===== src/rtl/rcgd_pkg.sv =====
// ----------------------------------------------------------------------------
// rcgd_pkg
// Shared types and constants for the grid ray cast distance unit: field
// widths, request and register codes, reset values, outcome codes and root unit sizes.
// ----------------------------------------------------------------------------
package rcgd_pkg;

	// field widths
	localparam int CELL_W    = 8;   // cell coordinate
	localparam int OFS_W     = 9;   // signed ray offset
	localparam int MAG_W     = 9;   // offset magnitude, up to 256
	localparam int COORD_W   = 10;  // signed walk coordinate, -512..511
	localparam int DIST_W    = 17;  // distance in mm
	localparam int CFG_IDX_W = 2;
	localparam int CFG_DAT_W = 17;

	// distance arithmetic widths
	localparam int D2_W   = 18;     // squared cell distance, up to 130050
	localparam int CSQ_W  = 16;     // cell size squared
	localparam int RAD_W  = D2_W + CSQ_W;
	localparam int ROOT_W = RAD_W / 2;

	// request codes
	localparam logic REQ_WRITE = 1'b0;
	localparam logic REQ_RAY   = 1'b1;

	// register indexes
	localparam logic [CFG_IDX_W-1:0] CFG_CELL_SIZE = 2'd0;
	localparam logic [CFG_IDX_W-1:0] CFG_MAX_RANGE = 2'd1;

	// register reset values
	localparam logic [CELL_W-1:0] CELL_SIZE_RST = 8'd50;
	localparam logic [DIST_W-1:0] MAX_RANGE_RST = 17'd20000;

	typedef enum logic [1:0] {
		OUTCOME_HIT  = 2'd0,
		OUTCOME_LEFT = 2'd1,
		OUTCOME_NONE = 2'd2
	} outcome_t;

endpackage


===== src/rtl/rcgd_isqrt.sv =====
// ----------------------------------------------------------------------------
// rcgd_isqrt
// Integer square root, digit by digit: one result bit per cycle from the top
// even bit position down. Root is valid in the cycle done is high.
// ----------------------------------------------------------------------------
module rcgd_isqrt (
	input  logic                       clk,
	input  logic                       arst_n,
	input  logic                       start,
	input  logic [rcgd_pkg::RAD_W-1:0] radicand,
	output logic                       busy,
	output logic                       done,
	output logic [rcgd_pkg::ROOT_W-1:0] root
);
	import rcgd_pkg::*;

	logic [RAD_W-1:0] rem_q;
	logic [RAD_W-1:0] res_q;
	logic [RAD_W-1:0] bit_q;
	logic             busy_q;
	logic             done_q;
	logic [RAD_W-1:0] trial;
	logic             fits;

	// one trial subtraction per cycle
	assign trial = res_q + bit_q;
	assign fits  = (rem_q >= trial);

	always_ff @(posedge clk or negedge arst_n) begin
		if (!arst_n) begin
			rem_q  <= '0;
			res_q  <= '0;
			bit_q  <= '0;
			busy_q <= 1'b0;
			done_q <= 1'b0;
		end else begin
			done_q <= 1'b0;
			if (start && !busy_q) begin
				rem_q  <= radicand;
				res_q  <= '0;
				bit_q  <= {2'b01, {(RAD_W-2){1'b0}}};
				busy_q <= 1'b1;
			end else if (busy_q) begin
				if (fits) begin
					rem_q <= rem_q - trial;
					res_q <= (res_q >> 1) + bit_q;
				end else begin
					res_q <= res_q >> 1;
				end
				bit_q <= bit_q >> 2;
				// last digit
				if (bit_q[0]) begin
					busy_q <= 1'b0;
					done_q <= 1'b1;
				end
			end
		end
	end

	assign busy = busy_q;
	assign done = done_q;
	assign root = res_q[ROOT_W-1:0];

	a_bit_onehot: assert property (@(posedge clk) disable iff (!arst_n)
		$onehot0(bit_q))
		else $error("root unit digit mask has more than one bit set");

	a_busy_bit: assert property (@(posedge clk) disable iff (!arst_n)
		busy_q |-> bit_q != '0)
		else $error("root unit busy with empty digit mask");

	a_done_idle: assert property (@(posedge clk) disable iff (!arst_n)
		done_q |-> !busy_q)
		else $error("root unit done while still busy");

	a_start_busy: assert property (@(posedge clk) disable iff (!arst_n)
		(start && !busy_q) |=> busy_q)
		else $error("root unit did not start");

endmodule

===== config.mk =====
export PLATFORM = sky130hd
export DESIGN_NAME = rcgd_isqrt
export DESIGN_NICKNAME = d
export VERILOG_FILES = /design/src/rtl/rcgd_pkg.sv /design/src/rtl/rcgd_isqrt.sv
export SDC_FILE = /design/constraint.sdc
export NUM_CORES = 1
export LEC_CHECK = 0
export BUFFER_PORTS_ARGS = -buffer_cell sky130_fd_sc_hd__buf_2
export CAP_MARGIN = 40
export CORE_MARGIN = 2
export CORE_UTILIZATION = 60
export DETAILED_ROUTE_END_ITERATION = 16
export GPL_TIMING_DRIVEN = 0
export PLACE_DENSITY_LB_ADDON = 0.2
export SYNTH_ARGS = -nofsm -noshare
export SYNTH_HDL_FRONTEND = slang
export SYNTH_SLANG_ARGS = --single-unit

===== constraint.sdc =====
create_clock -name clk -period 5.85 [get_ports clk]
set_input_delay 0.585 -clock clk [delete_from_list [all_inputs] [get_ports clk]]
set_output_delay 0.585 -clock clk [all_outputs]
set_load 0.02 [all_outputs]

Yosys cells after proc, flatten, opt, wreduce, memory -nomap -nowiden --
Index checks and enable logic that the tools add are counted.
Storage, ports and cells: logic and storage cells 28, input port bits 37, bits in registers 104
Cells by class: add/sub/neg operators 3, multiplexer cells 14, reduce and logical (&&, ||, !) cells 5, $lt $le $gt $ge 1
Operator list (number):
- $mux 34 | 8
- $add 33x34->34 | 1
- $add 34x34->34 | 1
- $ge 34x34->1 | 1
- $sub 34x34->34 | 1
- $mux 1 | 6
- $reduce_bool 2->1 | 2
- $reduce_and 2->1 | 1
- $logic_and 1x1->1 | 1
- $logic_not 1->1 | 1

Longest topological paths before layout --
Gate-level depths: netlist (run 1).
depth after elaboration 5, depth in mapped cells 22, depth with buffers taken out 21

Least setup slack after synthesis (run 1) --
OpenSTA, ideal clock, no wires.
kind flip-flop to flip-flop, start point register res_q[2], end point register res_q[29], stages on the path, launching flop included 21, buffers on the path 2, arrival 4419 ps, setup time 121 ps, period minus slack after synthesis 4540 ps, setup slack 1310 ps, cell sequence dfrtp_1 > ha_1 > a31oi_1 > or3_1 > a21oi_1 > a211o_1 > a21oi_1 > o21bai_1 > a31o_2 > a31oi_1 > xor2_1 > ha_1 > clkbuf_1 > nand4_1 > nor3_1 > nand3_1 > o211ai_1 > clkbuf_1 > o22ai_1 > xnor2_1 > a22o_1
Between the ends: word-level cells in the longest chain between the ends 5
RTL lines:
- start: declaration | line rcgd_isqrt.sv:18 | logic [RAD_W-1:0] res_q;
- start signal: assignment | line rcgd_isqrt.sv:46 | res_q <= (res_q >> 1) + bit_q;
- start signal: assignment | line rcgd_isqrt.sv:48 | res_q <= res_q >> 1;
- $add 34x34->34 | line rcgd_isqrt.sv:26 | assign trial = res_q + bit_q;
- $ge 34x34->1 | line rcgd_isqrt.sv:27 | assign fits = (rem_q >= trial);
- $mux 34 * | line rcgd_isqrt.sv:44 | if (fits) begin
- $mux 34 * | line rcgd_isqrt.sv:43 | end else if (busy_q) begin
- $mux 34 * | line rcgd_isqrt.sv:38 | if (start && !busy_q) begin
Mark *: on every way between the ends. The rest lies on a longest branch, timed or not. The select of a mux whose other input is x is not followed. A chain may end at the register's enable or synchronous reset.

Worst setup path in the final report (run 1) --
start point register res_q[2], end point register res_q[14]
The elaborated chain is that of the path after synthesis.

==> implementation parameters, run 1 <==
Parameter                              Value

Outcome
  Status    complete, no violations

Setup path
  Crit path max-delay family    compound AO/OA/AOI/OAI gates
  Critical path's slowest cell    dfrtp_1
  Destination of the worst register-to-register timing path    res_q[14]
  Highest cell delay on the worst timing path    470 ps
  Kind of critical path    flip-flop to flip-flop
  Setup crit end kind    flip-flop
  Critical R2R Launch    res_q[2]
  Minimum setup slack among reg-to-reg paths    310 ps
  Highest fanout seen on the critical path    10
  Data required, critical path    6080 ps
  Cell-by-cell listing of the critical path    ha_1, a31oi_1, or3_1, a21oi_1, a211o_1, a21oi_2, o21bai_1, a31o_2, a31oi_1, xor2_1, ha_1, clkbuf_1, nand4_1, nor3_1, nand3_1, o211ai_1, buf_4, or2_1, buf_6, buf_12, mux2i_1, o21ai_1
  Worst Path Buf+Inv    4
  Register-to-Register Path Depth    22
  Startpoint type of the worst setup path    flip-flop
  Crit path arrival time    5770 ps

STA
  Minimum setup slack in the final design    a little over 300 ps
  Crit path time final    ~5500 ps
  Slew Limit Headroom    43.2%
  Final setup violation count    0
  Clock Skew    9.39 ps
  Tightest Pin Transition    841 ps
  Pins Over Slew Limit    0
  Setup repair after global routing missed its margin    false
  Fmax    between 150 and 200 MHz
  Final hold violation count    0
  Final cycle utilization of the critical path    a little over nine tenths

Synthesis
  Synthesis Warnings    0
  Mean instance size in the synthesized netlist    8.39 um2
  Gate Count Post-Synth    915
  Netlist area before placement    7680 um2
  Sequential fraction of the synthesis area    28.4%
  Count of flip-flops with a built-in enable after synthesis    0
  Flops & latches, synth    87
  Most common flop cell mapped by yosys    dfrtp_1
  Cell variety after synth    62
  Syn nets    1023
  Post-synth ARST share    100%

Routing
  Detailed-router iteration count before antenna repair    5
  Initial DRC count    632
  Total via count in the routed design    7255
  Number of remaining DRC errors    0
  Drt wl/cell    18.9 um
  Post-route ant nets    0
  Detailed-route vias per instance    6.25
  Routed wire length    21900 um

Placed design
  Final HPWL DP    16000 um
  Number of buffers inserted by port buffering    55
  Post-Place Setup Slack    48.3 ps
  GP Congestion    approximately 0.94
  Cell Area, Placed    between 8000 and 9000 um2

CTS
  Clock sink count    87
  Clock tree from TritonCTS    done
  Clk Latency, worst-skew pair    360 ps
  TritonCTS Buffers    9
  Buffer cell driving the clock tree root    clkbuf_16
  Number of H-tree branching levels    3
  Maximum buffer depth of the clock tree    2
  Setup bufs post-CTS    0
  Register clock-pin slew on the reported worst setup and hold paths    ~70 ps

Die
  Horiz. Die Dim    117 um
  IO Count    56
  Full die area    13700 um2
  Number of standard-cell rows in the floorplan    41
  Die boundary height    around 120 um
  Effective utilization at floorplan    61.1%
  Core region area    12600 um2

Pwr
  PwrDens    635 nW/um2
  Leakage component of the power    3.77 nW
  Highest ir drop seen on vdd    0.265 mV

Flow run
  Maximum Capacitance Violations    0

Global routing
  All-Layer GR Usage    33.1%
  Met1 track demand over resource in global routing    44.5%
  Maximum number of pins on one net before global-route repair    66
  Global-route congestion overflow total    0
  Routing layer with the top usage in global route    met2
  M3 GR Usage    under 10%
  Initial antenna violation count    0
  GR met2 Demand/Resource    53.9%
  First-pass GRT wire length    around 35000 um
  Via count of the first global-routing pass    6775

Final layout
  Number of antenna repair diodes    0
  Final net count    roughly 1100
  Fraction of layout cells with a size suffix above 1    12.1%
  P&R area growth vs syn    10.9%
  Final core area utilization    67.8%
  Post-route cell area    between 8000 and 9000 um2

Min path
  Worst hold path class    input pin to asynchronous set/reset pin
[power breakdown]
part	leakage [nW]	total [mW]	switching [mW]	internal, mW
clock	0.143	0.603	0.269	0.334
sequential	1.11	1.10	0.251	0.848
combinational	2.52	3.71	2.13	1.58
[kinds of logic after synthesis]
| kind of cell | count (synthesis) | synth area share, % |
|---|---|---|
| AO/OA/AOI/OAI | 314 | 27.0 |
| AND/OR/NAND/NOR | 264 | 15.7 |
| XOR/XNOR | 90 | 10.3 |
| flip-flops | 87 | 28.4 |
| buffers and inverters | 71 | 4.71 |
| adder cells (fa/ha/maj) | 71 | 11.7 |
| multiplexers | 18 | 2.35 |
[registers in the layout, summed over array words and instances, names as in the netlist]
| name | cells |
|---|---|
| done | 1 |
| busy | 1 |
| rem_q | 34 |
| bit_q | 17 |
| res_q | 34 |
[cell type report]
class	instances	area [um2]
multi-input combinational	757	5150
timing repair buffer	57	313
clock buffer	10	229
clock inverter	6	68.8
inverter	13	48.8
buffer	58	314
tap	172	215
sequential	87	2180
fill	1067	4050
[layer usage]
layer,part of all wire (%),vias to the layer above
met5,0,-
met4,2.5,0
met3,6.6,48
met2,47,287
met1,44,3428
li1,-,3492
[cells in the mapped netlist (5+ instances only)]
master / n / share of area [%]
nor2_1: 72 / 3.5
nor3_1: 15 / 0.98
o22ai_1: 5 / 0.41
nand3_1: 23 / 1.5
mux2i_1: 18 / 2.3
o21a_1: 7 / 0.68
a21o_1: 24 / 2.3
ha_1: 70 / 11
nor2b_1: 9 / 0.73
a22o_1: 32 / 3.7
a31o_2: 8 / 0.91
buf_2: 6 / 0.39
a21oi_1: 68 / 4.4
buf_4: 17 / 1.7
xnor2_1: 55 / 6.3
o21ai_1: 11 / 0.72
dfrtp_1: 87 / 28
o31ai_1: 6 / 0.59
o21bai_1: 16 / 1.6
clkbuf_1: 32 / 1.6
and2_1: 5 / 0.41
nand4_1: 15 / 1.2
nand2_1: 102 / 5.0
a31oi_1: 33 / 2.7
o211ai_1: 9 / 0.88
a211oi_1: 9 / 0.88
o21ai_0: 60 / 3.9
xor2_1: 35 / 4.0
inv_1: 13 / 0.64
[timing repair]
item,CTS,global route
pin swaps,0,1
endpoints found under the setup margin,4,18
hold buffers,0,0
gates resized for setup,1,5
[stage by stage]
step	power, mW	std cells	hold slack (ps)	TNS (ps)
after floorplan	3.90	915	289	0
after global routing	5.86	1160	144	0
after global placement	4.62	1142	512	-1.13
after detailed placement	4.71	1144	510	0
after CTS	5.33	1160	132	0
final	5.41	1160	128	0
[worst max-delay path by stage]
stage                 to  cells after the start     start
6_report       res_q[14]                     22  res_q[2]
5_1_grt        res_q[20]                     22  res_q[8]
4_1_cts        res_q[29]                     21  res_q[2]
3_5_place_dp   res_q[29]                     21  res_q[2]
3_3_place_gp   res_q[29]                     20  res_q[2]
2_1_floorplan  res_q[29]                     20  res_q[2]
[layout by cell type (no fill, tap or decap), drive strengths merged, types with 8 or more instances in the layout]
| cell type | instances |
|---|---|
| a31oi | 34 |
| a22o | 32 |
| o211ai | 9 |
| nor3 | 15 |
| xnor2 | 55 |
| nand3 | 24 |
| nor2 | 72 |
| buf | 83 |
| nor2b | 9 |
| nand4 | 16 |
| a31o | 8 |
| o21ai | 72 |
| ha | 70 |
| a21o | 24 |
| inv | 14 |
| o21bai | 16 |
| nand2 | 102 |
| mux2i | 18 |
| xor2 | 35 |
| dfrtp | 87 |
| a211oi | 10 |
| a21oi | 68 |
| clkbuf | 42 |
(Power assumes the default switching activity.)
==> inputs of run 2 (changes only) <==
Settings changed: CELL_PAD_IN_SITES_DETAIL_PLACEMENT from default to 0, CELL_PAD_IN_SITES_GLOBAL_PLACEMENT from default to 2, CORE_MARGIN 2 to default, CORE_UTILIZATION 60 to 38.
==> implementation parameters, run 2 (synthesis gave the netlist of run 1 again) <==
Parameter                              Value

STA
  Total Neg Setup Slack    0 ps (unchanged)
  Setup repair after global routing missed its margin    false
  Fmax    181 MHz (+0.36%)
  Minimum setup slack in the final design    329 ps (+20.1 ps)
  Crit path time final    5520 ps (-20.1 ps)
  Final setup violation count    0 (unchanged)
  Final hold violation count    0 (unchanged)
  Pins Over Slew Limit    0 (unchanged)
  Tightest hold margin    151 ps (+23.2 ps)
  Slew Limit Headroom    43.8% (+0.61 points)
  Clock Skew    7.76 ps (-1.63 ps)
  Tightest Pin Transition    832 ps (-9.04 ps)
  Final cycle utilization of the critical path    94.4% (-0.34 points)

CTS
  Setup bufs post-CTS    0 (unchanged)
  Maximum buffer depth of the clock tree    2 (unchanged)
  Clk Latency, worst-skew pair    360 ps (about the same)
  TritonCTS Buffers    9 (unchanged)
  Register clock-pin slew on the reported worst setup and hold paths    80 ps (about the same)
  Number of H-tree branching levels    3 (unchanged)
  Buffer cell driving the clock tree root    clkbuf_16
  Clock tree from TritonCTS    done
  Clock sink count    87 (unchanged)

Pwr
  Highest ir drop seen on vdd    0.205 mV (-22%)
  Combinational power share    68.1% (-0.4 points)
  Reported net switching power    2.66 mW (+0.51%)
  Relative contribution of the clock network to total power    11.6% (+0.5 points)
  Sequential share of power    20.3% (about the same)
  Internal power consumption    2.76 mW (about the same)
  PwrDens    628 nW/um2 (-1.1%)
  Final Power    5.42 mW (+0.28%)
  Leakage component of the power    3.77 nW (about the same)
  Switching fraction of total power    49.1% (+0.11 points)

Final layout
  Leading cell types in the layout, fill and taps excluded    nand2_1, dfrtp_1, nor2_1, ha_1, a21oi_1
  Final core area utilization    43.9% (-24 points)
  Fraction of layout cells with a size suffix above 1    12.3% (+0.11 points)
  Most common library cell in the layout ignoring fill and taps    nand2_1
  Number of antenna repair diodes    0 (unchanged)
  Number of fill cells    2036 (+91%)
  P&R area growth vs syn    12.5%
  Final net count    1090 (-0.092%)
  Storage element area    2180 um2 (unchanged)
  Registers with the highest flip-flop counts    rem_q (34), res_q (34), bit_q (17)
  Area of the multi-input gates    5150 um2 (unchanged)
  Non-filler instance count after layout    1252 (+7.9%)
  Post-route cell area    8630 um2 (+1.4%)

Routing
  Number of remaining DRC errors    0 (unchanged)
  Routed wire length    24300 um (+11%)
  Detailed-router iteration count before antenna repair    5 (unchanged)
  Total via count in the routed design    7001 (-3.5%)
  Post-route ant nets    0 (unchanged)
  Drt wl/cell    19.4 um (+2.7%)
  Detailed-route vias per instance    5.59 (-11%)
  Initial DRC count    348 (-45%)

Die
  Core region area    19700 um2 (+56%)
  Full die area    20800 um2 (+51%)
  Die boundary height    144 um (+23%)
  Number of standard-cell rows in the floorplan    51 (+24%)
  Horiz. Die Dim    144 um (+23%)
  Effective utilization at floorplan    39.1% (-22 points)
  IO Count    56 (unchanged)

Placed design
  GP Congestion    0.841 (-10%)
  Cell Area, Placed    8320 um2 (+1.4%)
  Post-Place Setup Slack    -131 ps (-179 ps)
  Number of cells after detailed placement    1237 (+8.1%)
  Final HPWL DP    18200 um (+14%)
  Number of buffers inserted by port buffering    55 (unchanged)

Global routing
  First-pass GRT wire length    37600 um (+8.2%)
  Global-route congestion overflow total    0 (unchanged)
  All-Layer GR Usage    24.3% (-8.8 points)
  Initial antenna violation count    0 (unchanged)
  Via count of the first global-routing pass    6672 (-1.5%)
  Maximum number of pins on one net before global-route repair    62 (-6.1%)

Setup path
  Critical Path Source    res_q[2]
  Startpoint type of the worst setup path    flip-flop
  Kind of critical path    flip-flop to flip-flop
  Crit path arrival time    5740 ps (-30 ps)
  Setup crit end kind    flip-flop
  Highest fanout seen on the critical path    10 (unchanged)
  Critical R2R Launch    res_q[2]
  Data required, critical path    6070 ps (about the same)

Flow run
  Maximum Capacitance Violations    0 (unchanged)

Outcome
  Status    complete, no violations

Min path
  Worst hold path class    input pin to asynchronous set/reset pin
==> run 2: changes by cell type in the layout (fill, tap and decap cells not counted), sizes merged <==
cell / delta
inv: +2
clkinv: -2
clkinvlp: +1
clkbuf: -2
==> run 2: layer usage <==
metal / GRT usage, % / vias up / share of wire, %
met2: 39.9 / 130 / 46
met3: 3.41 / 33 / 3.1
met4: 7.78 / 0 / 2.2
met5: 0 / - / 0
li1: - / 3480 / -
met1: 32.8 / 3358 / 48
==> run 2: what timing repair did <==
action / CTS / global route
gates cloned: 0 / 0
endpoints found under the hold margin: 0 / 0
gates resized for setup: 1 / 4
pin swaps: 0 / 1
setup endpoints to repair: 8 / 51
hold buffers: 0 / 0
==> run 2: worst paths after layout <==
kind                             endpoint  slack (ps)  cells after the start
worst max-delay path            res_q[18]         330                     21
worst min-delay path             rem_q[9]         150                      1
worst max register to register  res_q[18]         330                     21
worst min register to register  rem_q[32]         530                      2
max in group asynchronous       rem_q[26]        5020                      2
min in group clk                rem_q[15]         430                      3
==> run 2: power by group through the flow <==
stage | combinational (mW) | sequential, mW | clock (mW)
after floorplan | 2.88 | 1.02 | 0
after global placement | 3.67 | 1.11 | 0
after detailed placement | 3.68 | 1.10 | 0
after CTS | 3.69 | 1.10 | 0.645
after global routing | 4.14 | 1.13 | 0.660
final | 3.69 | 1.10 | 0.631
==> run 2: layout make-up <==
| cell class | count | area share, % |
|---|---|---|
| Buffer | 57 | 3.59 |
| Clock buffer | 9 | 2.61 |
| Clock inverter | 7 | 0.913 |
| Inverter | 13 | 0.565 |
| Multi-Input combinational cell | 757 | 59.6 |
| Sequential cell | 87 | 25.2 |
| Tap cell | 265 | 3.84 |
| Timing Repair Buffer | 57 | 3.62 |
==> run 2: critical path, cell delays in order, from the launching register on <==
cell	delay [ps]
dfrtp_1	470
ha_1	370
a31oi_1	300
or3_1	190
a21oi_1	100
a211o_1	320
a21oi_1	320
o21bai_1	180
a31o_2	290
a31oi_1	190
xor2_1	350
ha_2	320
nand4_1	270
nor3_2	290
nand3_1	130
o211ai_1	240
buf_4	280
or2_1	130
buf_6	170
buf_12	170
mux2i_1	200
o21ai_1	70
